`src/rtl/core/arp_pkg.sv`:
```
package arp_pkg;

    localparam int CACHE_ENTRIES = 16;
    localparam int IDX_W = (CACHE_ENTRIES > 1) ? $clog2(CACHE_ENTRIES) : 1;

    localparam logic [15:0] HTYPE_ETH    = 16'h0001;
    localparam logic [15:0] PTYPE_IP4    = 16'h0800;
    localparam logic [15:0] OPER_WHO_HAS = 16'h0001;
    localparam logic [15:0] OPER_IS_AT   = 16'h0002;
    localparam logic [47:0] NULL_MAC     = 48'h0;
    localparam logic [10:0] ARP_MIN_LEN  = 11'd28;

    localparam logic CMD_RESOLVE = 1'b0;
    localparam logic CMD_PACKET  = 1'b1;

    localparam int CFG_IDX_W  = 1;
    localparam int CFG_DATA_W = 48;
    localparam logic [CFG_IDX_W-1:0] CFG_OWN_IP  = 1'b0;
    localparam logic [CFG_IDX_W-1:0] CFG_OWN_MAC = 1'b1;

    typedef logic [IDX_W-1:0] idx_t;

    typedef enum logic [1:0] {
        ST_FREE     = 2'd0,
        ST_PENDING  = 2'd1,
        ST_RESOLVED = 2'd2
    } status_t;

    typedef enum logic [1:0] {
        ACT_NONE    = 2'd0,
        ACT_REQUEST = 2'd1,
        ACT_REPLY   = 2'd2
    } action_t;

    typedef struct packed {
        logic        valid;
        logic        hit;
        logic [47:0] hit_mac;
        logic        match;
        idx_t        match_idx;
        logic        free;
        idx_t        free_idx;
    } scan_t;

    typedef struct packed {
        logic        en;
        idx_t        idx;
        status_t     status;
        logic [31:0] ip;
        logic [47:0] mac;
    } wr_t;

endpackage

```
`src/rtl/core/arp_item_if.sv`:
```
interface arp_item_if;
    logic        valid;
    logic        ready;
    logic        cmd;
    logic [31:0] query_ip;
    logic [10:0] pkt_len;
    logic [15:0] hw_type;
    logic [15:0] proto_type;
    logic [15:0] op_code;
    logic [31:0] src_ip;
    logic [47:0] src_mac;
    logic [31:0] dst_ip;

    modport source (
        output valid, cmd, query_ip, pkt_len, hw_type, proto_type, op_code,
               src_ip, src_mac, dst_ip,
        input  ready
    );

    modport sink (
        input  valid, cmd, query_ip, pkt_len, hw_type, proto_type, op_code,
               src_ip, src_mac, dst_ip,
        output ready
    );
endinterface

```
`src/rtl/core/arp_result_if.sv`:
```
interface arp_result_if;
    logic        valid;
    logic        ready;
    logic [1:0]  action;
    logic        found;
    logic        dropped;
    logic [47:0] peer_mac;
    logic [31:0] peer_ip;

    modport source (
        output valid, action, found, dropped, peer_mac, peer_ip,
        input  ready
    );

    modport sink (
        input  valid, action, found, dropped, peer_mac, peer_ip,
        output ready
    );
endinterface

```
`src/rtl/core/arp_cell.sv`:
```
module arp_cell (
    input  logic           clk,
    input  logic           rst_n,
    input  arp_pkg::idx_t  cell_idx,
    input  logic [31:0]    key_ip,
    input  arp_pkg::scan_t carry_in,
    output arp_pkg::scan_t carry_out,
    input  arp_pkg::wr_t   wr
);
    import arp_pkg::*;

    status_t     status_reg;
    status_t     status_next;
    logic [31:0] ip_reg;
    logic [47:0] mac_reg;
    scan_t       carry_reg;
    scan_t       carry_next;
    logic        sel;
    logic        ip_eq;

    assign sel   = wr.en && (wr.idx == cell_idx);
    assign ip_eq = (ip_reg == key_ip);

    always_comb
    begin
        status_next = status_reg;
        if (sel)
        begin
            status_next = wr.status;
        end
    end

    always_ff @(posedge clk or negedge rst_n)
    begin
        if (!rst_n)
        begin
            status_reg <= ST_FREE;
        end
        else
        begin
            status_reg <= status_next;
        end
    end

    always_ff @(posedge clk)
    begin
        if (sel)
        begin
            ip_reg  <= wr.ip;
            mac_reg <= wr.mac;
        end
    end

    // add this entry's view to the record and pass it on
    always_comb
    begin
        carry_next = carry_in;
        if (carry_in.valid)
        begin
            if (!carry_in.hit && status_reg == ST_RESOLVED && ip_eq)
            begin
                carry_next.hit     = 1'b1;
                carry_next.hit_mac = mac_reg;
            end
            if (!carry_in.match && status_reg != ST_FREE && ip_eq)
            begin
                carry_next.match     = 1'b1;
                carry_next.match_idx = cell_idx;
            end
            if (!carry_in.free && status_reg == ST_FREE)
            begin
                carry_next.free     = 1'b1;
                carry_next.free_idx = cell_idx;
            end
        end
    end

    always_ff @(posedge clk or negedge rst_n)
    begin
        if (!rst_n)
        begin
            carry_reg <= '0;
        end
        else
        begin
            carry_reg <= carry_next;
        end
    end

    assign carry_out = carry_reg;

endmodule

```
`src/rtl/core/arp_cache_and_responder.sv`:
```
// Channel  Dir  Payload                                                   Transfer
// item     in   cmd query_ip pkt_len hw_type proto_type op_code            valid & ready
//               src_ip src_mac dst_ip
// result   out  action found dropped peer_mac peer_ip                      valid & ready
// cfg      in   cfg_idx cfg_data                                          cfg_we
//
// One item at a time: after the transfer, the search record walks the row of cache cells,
// one cell a cycle. Input ready returns the cycle after the commit.
// The result waits in an output register; the next item is taken while it waits.
// A waiting result stalls the commit of the following item only.
// rst_n (asynchronous) frees every entry and clears own_ip and own_mac.
module arp_cache_and_responder (
    input  logic                               clk,
    input  logic                               rst_n,
    arp_item_if.sink                           item,
    arp_result_if.source                       result,
    input  logic                               cfg_we,
    input  logic [arp_pkg::CFG_IDX_W-1:0]      cfg_idx,
    input  logic [arp_pkg::CFG_DATA_W-1:0]     cfg_data
);
    import arp_pkg::*;

    typedef enum logic [3:0] {
        S_IDLE   = 4'b0001,
        S_START  = 4'b0010,
        S_SCAN   = 4'b0100,
        S_COMMIT = 4'b1000
    } state_t;

    state_t      state_reg;
    state_t      state_next;

    logic [31:0] own_ip_reg;
    logic [47:0] own_mac_reg;

    logic        cmd_reg;
    logic [31:0] key_ip_reg;
    logic [47:0] mac_reg;
    logic        drop_reg;
    logic        reply_reg;

    scan_t       res_reg;
    scan_t       chain_head;
    scan_t       chain [0:CACHE_ENTRIES];
    logic [CACHE_ENTRIES-1:0] chain_valid;

    wr_t         wr;
    logic        item_xfer;
    logic        slot_free;
    logic        commit;

    logic        out_valid_reg;
    logic [1:0]  action_reg;
    logic        found_reg;
    logic        dropped_reg;
    logic [47:0] peer_mac_reg;
    logic [31:0] peer_ip_reg;

    action_t     action_next;
    logic        found_next;
    logic        dropped_next;
    logic [47:0] peer_mac_next;
    logic [31:0] peer_ip_next;

    assign item.ready = (state_reg == S_IDLE);
    assign item_xfer  = item.valid && item.ready;
    assign slot_free  = !out_valid_reg || result.ready;
    assign commit     = (state_reg == S_COMMIT) && slot_free;

    always_ff @(posedge clk or negedge rst_n)
    begin
        if (!rst_n)
        begin
            own_ip_reg  <= '0;
            own_mac_reg <= '0;
        end
        else if (cfg_we)
        begin
            case (cfg_idx)
                CFG_OWN_IP:  own_ip_reg  <= cfg_data[31:0];
                CFG_OWN_MAC: own_mac_reg <= cfg_data[47:0];
                default:     ;
            endcase
        end
    end

    // hold the item
    always_ff @(posedge clk)
    begin
        if (item_xfer)
        begin
            cmd_reg    <= item.cmd;
            key_ip_reg <= (item.cmd == CMD_RESOLVE) ? item.query_ip : item.src_ip;
            mac_reg    <= item.src_mac;
            drop_reg   <= (item.cmd == CMD_PACKET)
                          && ((item.pkt_len < ARP_MIN_LEN)
                              || (item.hw_type != HTYPE_ETH)
                              || (item.proto_type != PTYPE_IP4));
            reply_reg  <= (item.op_code == OPER_WHO_HAS)
                          && (item.dst_ip == own_ip_reg);
        end
    end

    always_comb
    begin
        state_next = state_reg;
        case (state_reg)
            S_IDLE:
            begin
                if (item_xfer)
                begin
                    state_next = S_START;
                end
            end
            S_START:
            begin
                state_next = S_SCAN;
            end
            S_SCAN:
            begin
                if (chain[CACHE_ENTRIES].valid)
                begin
                    state_next = S_COMMIT;
                end
            end
            S_COMMIT:
            begin
                if (slot_free)
                begin
                    state_next = S_IDLE;
                end
            end
            default:
            begin
                state_next = S_IDLE;
            end
        endcase
    end

    always_ff @(posedge clk or negedge rst_n)
    begin
        if (!rst_n)
        begin
            state_reg <= S_IDLE;
        end
        else
        begin
            state_reg <= state_next;
        end
    end

    always_comb
    begin
        chain_head       = '0;
        chain_head.valid = (state_reg == S_START);
    end

    assign chain[0] = chain_head;

    genvar g;
    generate
        for (g = 0; g < CACHE_ENTRIES; g++)
        begin : g_cell
            arp_cell u_cell (
                .clk       (clk),
                .rst_n     (rst_n),
                .cell_idx  (IDX_W'(g)),
                .key_ip    (key_ip_reg),
                .carry_in  (chain[g]),
                .carry_out (chain[g+1]),
                .wr        (wr)
            );
            assign chain_valid[g] = chain[g+1].valid;
        end
    endgenerate

    always_ff @(posedge clk)
    begin
        if (state_reg == S_SCAN && chain[CACHE_ENTRIES].valid)
        begin
            res_reg <= chain[CACHE_ENTRIES];
        end
    end

    always_comb
    begin
        wr            = '0;
        wr.ip         = key_ip_reg;
        action_next   = ACT_NONE;
        found_next    = 1'b0;
        dropped_next  = 1'b0;
        peer_mac_next = NULL_MAC;
        peer_ip_next  = '0;
        if (cmd_reg == CMD_RESOLVE)
        begin
            if (res_reg.hit)
            begin
                found_next    = 1'b1;
                peer_mac_next = res_reg.hit_mac;
            end
            else
            begin
                wr.en        = commit && res_reg.free;
                wr.idx       = res_reg.free_idx;
                wr.status    = ST_PENDING;
                wr.mac       = NULL_MAC;
                action_next  = ACT_REQUEST;
                peer_ip_next = key_ip_reg;
            end
        end
        else if (drop_reg)
        begin
            dropped_next = 1'b1;
        end
        else
        begin
            // learn: refresh a live entry, else take a free one, else overwrite the first
            wr.en     = commit;
            wr.status = ST_RESOLVED;
            wr.mac    = mac_reg;
            if (res_reg.match)
            begin
                wr.idx = res_reg.match_idx;
            end
            else if (res_reg.free)
            begin
                wr.idx = res_reg.free_idx;
            end
            else
            begin
                wr.idx = '0;
            end
            if (reply_reg)
            begin
                action_next   = ACT_REPLY;
                peer_mac_next = mac_reg;
                peer_ip_next  = key_ip_reg;
            end
        end
    end

    always_ff @(posedge clk or negedge rst_n)
    begin
        if (!rst_n)
        begin
            out_valid_reg <= 1'b0;
        end
        else if (commit)
        begin
            out_valid_reg <= 1'b1;
        end
        else if (result.ready)
        begin
            out_valid_reg <= 1'b0;
        end
    end

    always_ff @(posedge clk)
    begin
        if (commit)
        begin
            action_reg   <= action_next;
            found_reg    <= found_next;
            dropped_reg  <= dropped_next;
            peer_mac_reg <= peer_mac_next;
            peer_ip_reg  <= peer_ip_next;
        end
    end

    assign result.valid    = out_valid_reg;
    assign result.action   = action_reg;
    assign result.found    = found_reg;
    assign result.dropped  = dropped_reg;
    assign result.peer_mac = peer_mac_reg;
    assign result.peer_ip  = peer_ip_reg;

    a_one_record: assert property (@(posedge clk) disable iff (!rst_n)
        $onehot0(chain_valid))
        else $error("more than one search record in the cell row");

    a_end_in_scan: assert property (@(posedge clk) disable iff (!rst_n)
        chain[CACHE_ENTRIES].valid |-> (state_reg == S_SCAN))
        else $error("search record left the row outside the scan");

    a_write_on_commit: assert property (@(posedge clk) disable iff (!rst_n)
        wr.en |-> ((state_reg == S_COMMIT) && (!out_valid_reg || result.ready)))
        else $error("cache write outside a commit");

    a_result_from_commit: assert property (@(posedge clk) disable iff (!rst_n)
        $rose(out_valid_reg) |-> $past(state_reg == S_COMMIT))
        else $error("result raised without a commit");

endmodule

```
`src/flat_wrapper.sv`:
```
// flat-port wrapper written by rule: the top's interface ports become plain ports
module arp_cache_and_responder_flat import arp_pkg::*;
  (clk, rst_n, cfg_we, cfg_idx, cfg_data, item_valid, item_cmd, item_query_ip, item_pkt_len, item_hw_type, item_proto_type, item_op_code, item_src_ip, item_src_mac, item_dst_ip, item_ready, result_valid, result_action, result_found, result_dropped, result_peer_mac, result_peer_ip, result_ready);
  arp_item_if item_i ();
  arp_result_if result_i ();
  input  logic clk;
  input  logic rst_n;
  input  logic cfg_we;
  input  logic [arp_pkg::CFG_IDX_W-1:0] cfg_idx;
  input  logic [arp_pkg::CFG_DATA_W-1:0] cfg_data;
  input wire logic [$bits(item_i.valid)-1:0] item_valid;
  input wire logic [$bits(item_i.cmd)-1:0] item_cmd;
  input wire logic [$bits(item_i.query_ip)-1:0] item_query_ip;
  input wire logic [$bits(item_i.pkt_len)-1:0] item_pkt_len;
  input wire logic [$bits(item_i.hw_type)-1:0] item_hw_type;
  input wire logic [$bits(item_i.proto_type)-1:0] item_proto_type;
  input wire logic [$bits(item_i.op_code)-1:0] item_op_code;
  input wire logic [$bits(item_i.src_ip)-1:0] item_src_ip;
  input wire logic [$bits(item_i.src_mac)-1:0] item_src_mac;
  input wire logic [$bits(item_i.dst_ip)-1:0] item_dst_ip;
  output wire logic [$bits(item_i.ready)-1:0] item_ready;
  output wire logic [$bits(result_i.valid)-1:0] result_valid;
  output wire logic [$bits(result_i.action)-1:0] result_action;
  output wire logic [$bits(result_i.found)-1:0] result_found;
  output wire logic [$bits(result_i.dropped)-1:0] result_dropped;
  output wire logic [$bits(result_i.peer_mac)-1:0] result_peer_mac;
  output wire logic [$bits(result_i.peer_ip)-1:0] result_peer_ip;
  input wire logic [$bits(result_i.ready)-1:0] result_ready;
  assign item_i.valid = item_valid;
  assign item_i.cmd = item_cmd;
  assign item_i.query_ip = item_query_ip;
  assign item_i.pkt_len = item_pkt_len;
  assign item_i.hw_type = item_hw_type;
  assign item_i.proto_type = item_proto_type;
  assign item_i.op_code = item_op_code;
  assign item_i.src_ip = item_src_ip;
  assign item_i.src_mac = item_src_mac;
  assign item_i.dst_ip = item_dst_ip;
  assign item_ready = item_i.ready;
  assign result_valid = result_i.valid;
  assign result_action = result_i.action;
  assign result_found = result_i.found;
  assign result_dropped = result_i.dropped;
  assign result_peer_mac = result_i.peer_mac;
  assign result_peer_ip = result_i.peer_ip;
  assign result_i.ready = result_ready;
  arp_cache_and_responder u_core (.clk(clk), .rst_n(rst_n), .item(item_i), .result(result_i), .cfg_we(cfg_we), .cfg_idx(cfg_idx), .cfg_data(cfg_data));
endmodule
```
`config.mk`:
```
export PLATFORM = sky130hd
export DESIGN_NAME = arp_cache_and_responder_flat
export DESIGN_NICKNAME = d
export VERILOG_FILES = /design/src/rtl/core/arp_pkg.sv /design/src/rtl/core/arp_item_if.sv /design/src/rtl/core/arp_result_if.sv /design/src/rtl/core/arp_cell.sv /design/src/rtl/core/arp_cache_and_responder.sv /design/src/flat_wrapper.sv
export SDC_FILE = /design/constraint.sdc
export NUM_CORES = 2
export LEC_CHECK = 0
export ABC_AREA = 1
export BUFFER_PORTS_ARGS = -buffer_cell sky130_fd_sc_hd__buf_2
export CORE_ASPECT_RATIO = 2
export CORE_MARGIN = 2
export CORE_UTILIZATION = 35
export DETAILED_ROUTE_END_ITERATION = 8
export SYNTH_ARGS = -nofsm -noshare
export SYNTH_HDL_FRONTEND = slang
export SYNTH_SLANG_ARGS = --single-unit
```
`constraint.sdc`:
```
create_clock -name clk -period 19.1 [get_ports clk]
set_input_delay 0 -clock clk [delete_from_list [all_inputs] [get_ports clk]]
set_output_delay 0 -clock clk [all_outputs]
set_load 0.1 [all_outputs]
```
==> impl_metrics.py <==
metrics = {
    "yosys": {
        "netlist.area_leader.share_pct": 47.5,
        "ys_warn_count": 0,
        "synth_area_um2": 95100,
        "synth_top_family_by_area": "simple AND/OR/NAND/NOR gates",
        "syn-num-nets": 7976,
        "synth-compound-area-share_pct": 0.659,
        "syn_avg_cell_area_um2": 12.3,
        "synth_seq_cells": 2505,
        "synthAdderAreaFrac_pct": 0,
        "synth_cell_type_count": 37,
        "synth_simple_gate_area_share_pct": 17.4,
        "yosys.area_share.xor_xnor_pct": 3.36,
        "synth_area_leader_cell": "edfxtp_1",
        "ys_seq_area_share_pct": 73.8,
        "synthTopCellsByArea": "edfxtp_1 48%, dfrtp_1 26%, nand2_1 10%",
        "synthMuxAreaShare_pct": 0.367,
        "synth_cells": 7718,
    },
    "timing": {
        "setup_tns_ps": 0,
        "maxSlewHeadroom_pct": 10.7,
        "grt_setup_unrepaired": "no",
        "setup_viol": 0,
        "skew_ps": 73.5,
        "fmax_ghz": 0.199,
        "min_period_over_period_pct": 26.3,
        "fin_ws_ps": 14090,
        "period_minus_slack_ps": 5010,
        "slew_viol_final": 0,
        "final-hold-violation-count": 0,
        "max_slew.worst_pin.slew_ps": 1340,
    },
    "global_routing": {
        "first_global_vias": 61800,
        "grt_overflow": 0,
        "grt_util_all_layers_pct": 17.4,
        "grt_max_degree": 164,
        "grt_pass1_wl_um": 370000,
        "antenna_found_initial": 2,
    },
    "routing": {
        "wirelength_um": 245000,
        "vias": 58800,
        "routedWlPerCell_um": 20.3,
        "first_pass_iters": 6,
        "ant_nets": 0,
        "drc": 0,
        "drt_iter0_drc": 3620,
        "viasPerCell": 4.87,
    },
    "worst_setup_path": {
        "path_max_fanout": 51,
        "slowest_stage": "nor2_4",
        "required_ps": 19540,
        "max_stage_delay_ps": 1050,
        "cp_common_cell": "buf_4",
        "crit_arrival_ps": 5450,
        "start_kind": "flop",
        "crit_type": "reg -> reg",
        "setup.worst_path.end_class": "flop",
        "crit_path_cell_trace": "nor2_1 -> buf_4 -> inv_1 -> o21ai_0 -> nand2_1 -> clkinv_1 -> nand3_1 -> nor2_4 -> buf_4",
    },
    "power_and_ir_drop": {
        "p_clk_share_pct": 37.2,
        "combPwrFrac_pct": 10.0,
        "power_mw": 11.5,
        "ir_drop_v": 0.0000748,
        "power_density_nw_per_um2": 104,
        "p_seq_share_pct": 52.7,
        "power.leakage_nw": 47.9,
        "sw_frac_of_total_pct": 24.5,
        "internal_power_mw": 8.70,
        "switchingPower_mw": 2.82,
    },
    "floorplan": {
        "ios": 344,
        "die_y_um": 741,
        "core_area_um2": 270000,
        "rows": 270,
        "dieArea_um2": 276000,
        "die_w_um": 373,
        "initial_core_util_pct": 35.2,
    },
    "worst_hold_path": {
        "hp-class": "in -> reg",
    },
    "outcome": {
        "status": "complete, no violations",
    },
    "layout": {
        "fin_nets": 8624,
        "areaGrowthSynthToFinish_pct": 16.7,
        "largest_register_ffs": 930,
        "drive_above_1_share_pct": 11.8,
    },
    "clocking": {
        "cts.sinks": 2505,
        "clk_pin_slew_ps": 70,
        "cts_root_buf": "clkbuf_16",
        "insertion_delay_ps": 880,
        "htree_levels": 4,
        "cts_setup_buffers": 0,
        "cts_tree": "yes",
        "cts_max_path_buffers": 4,
        "cts_made_buffers": 211,
    },
    "place": {
        "gp_congestion": 0.854,
        "preCtsSetupSlack_ps": 14140,
        "hpwl_um": 159000,
        "portBuffers": 325,
    },
    "run": {
        "cap_violations": 0,
    },
}
-- power groups by stage --
stage / Clock (mW) / Combinational (mW) / Sequential [mW]
after floorplan: 0 / 0.609 / 6.21
after global placement: 0 / 1.08 / 6.18
after detailed placement: 0 / 1.10 / 6.19
after CTS: 4.38 / 1.17 / 6.07
after global routing: 4.56 / 1.27 / 6.08
final: 4.29 / 1.15 / 6.07
-- through the flow --
step           cell area (um^2)  utilization, %  hold WS (ps)  std cells
2_1_floorplan             95100               -          -296       7718
3_3_place_gp             101000            37.3           111      11400
3_5_place_dp             101000            37.3           120      11400
4_1_cts                  111000            41.1          11.1      12100
5_1_grt                  111000            41.1          56.8      12100
6_report                 111000            41.1          61.0      12100
-- path summary, 6_finish.rpt --
check	startpoint	endpoint	slack (ps)	cells past startpoint
min	item_src_ip[14]	u_core.key_ip_reg[14]	60	4
max	u_core.cmd_reg	u_core.g_cell[15].u_cell.mac_reg[44]	14090	9
min in group asynchronous	rst_n	u_core.g_cell[0].u_cell.carry_out[58]	360	4
max in group asynchronous	rst_n	u_core.g_cell[0].u_cell.carry_out[47]	14920	7
max reg2reg	u_core.cmd_reg	u_core.g_cell[15].u_cell.mac_reg[44]	14090	9
min reg2reg	u_core.g_cell[15].u_cell.carry_out[47]	u_core.res_reg[47]	370	0
-- area by class of cell --
class | instances | area (um^2)
diodes | 3 | 7.51
clock buffers | 299 | 5980
clock inverters | 87 | 795
fillers | 24600 | 159000
inverters | 507 | 1950
multi-input cells | 4289 | 21100
flip-flops and latches | 2505 | 70200
well taps | 3536 | 4420
repair buffers | 852 | 6580
-- kinds of logic (layout without fill, tap and decap cells) --
kind of cell / after synthesis / in the layout
DFF: 2505 / 2505
muxes: 31 / 31
xor gates and xnor gates: 365 / 365
and+or+nand+nor: 3808 / 3808
AOI/OAI and AO/OA: 85 / 85
buffers and inverters: 924 / 1745
other: 0 / 3
-- per-layer routing --
layer  share of wire [%]  vias up  GRT usage [%]
met1                  35    29700           17.8
li1                    -    27100              -
met5                   0        -              0
met4                 4.4        0           7.84
met2                  56     1520           34.8
met3                 4.1      472           2.12
-- critical path: cells and delay by family (launching register included) --
family	cells	cell delay [ps]
simple gates	4	1830
flops	1	600
buf+inv	4	1720
compound gates	1	330
-- what timing repair did --
action / 4_1_cts / 5_1_grt
hold endpoints to repair: 233 / 0
gates resized for setup: 0 / 0
hold buffers: 337 / 0
-- synthesized netlist by cell type, drive strengths merged --
cell    count
a21oi       1
a22o       49
a31o        1
and3        3
buf       252
clkbuf    165
clkinv      7
dfrtp     998
dfstp       1
edfxtp   1506
inv       500
mux2       31
nand2    2588
nand3      72
nand3b      2
nand4     736
nor2      353
nor3       23
nor4       21
o211ai      2
o21ai      28
o21bai      3
o22ai       1
or2        10
xnor2     354
xor2       11
-- placed cells by master (no fill, tap or decap), types with 45 or more instances in the layout --
cell / count
nand2_1: 2588
edfxtp_1: 1506
dfrtp_1: 998
nand4_1: 736
inv_1: 478
xnor2_1: 354
dlygate4sd3_1: 336
buf_2: 324
nor2_1: 277
clkbuf_16: 213
buf_4: 180
nand3_1: 57
clkbuf_1: 53
a22o_1: 49
clkinv_2: 45
Note: power is estimated with default switching activity, not from simulation.
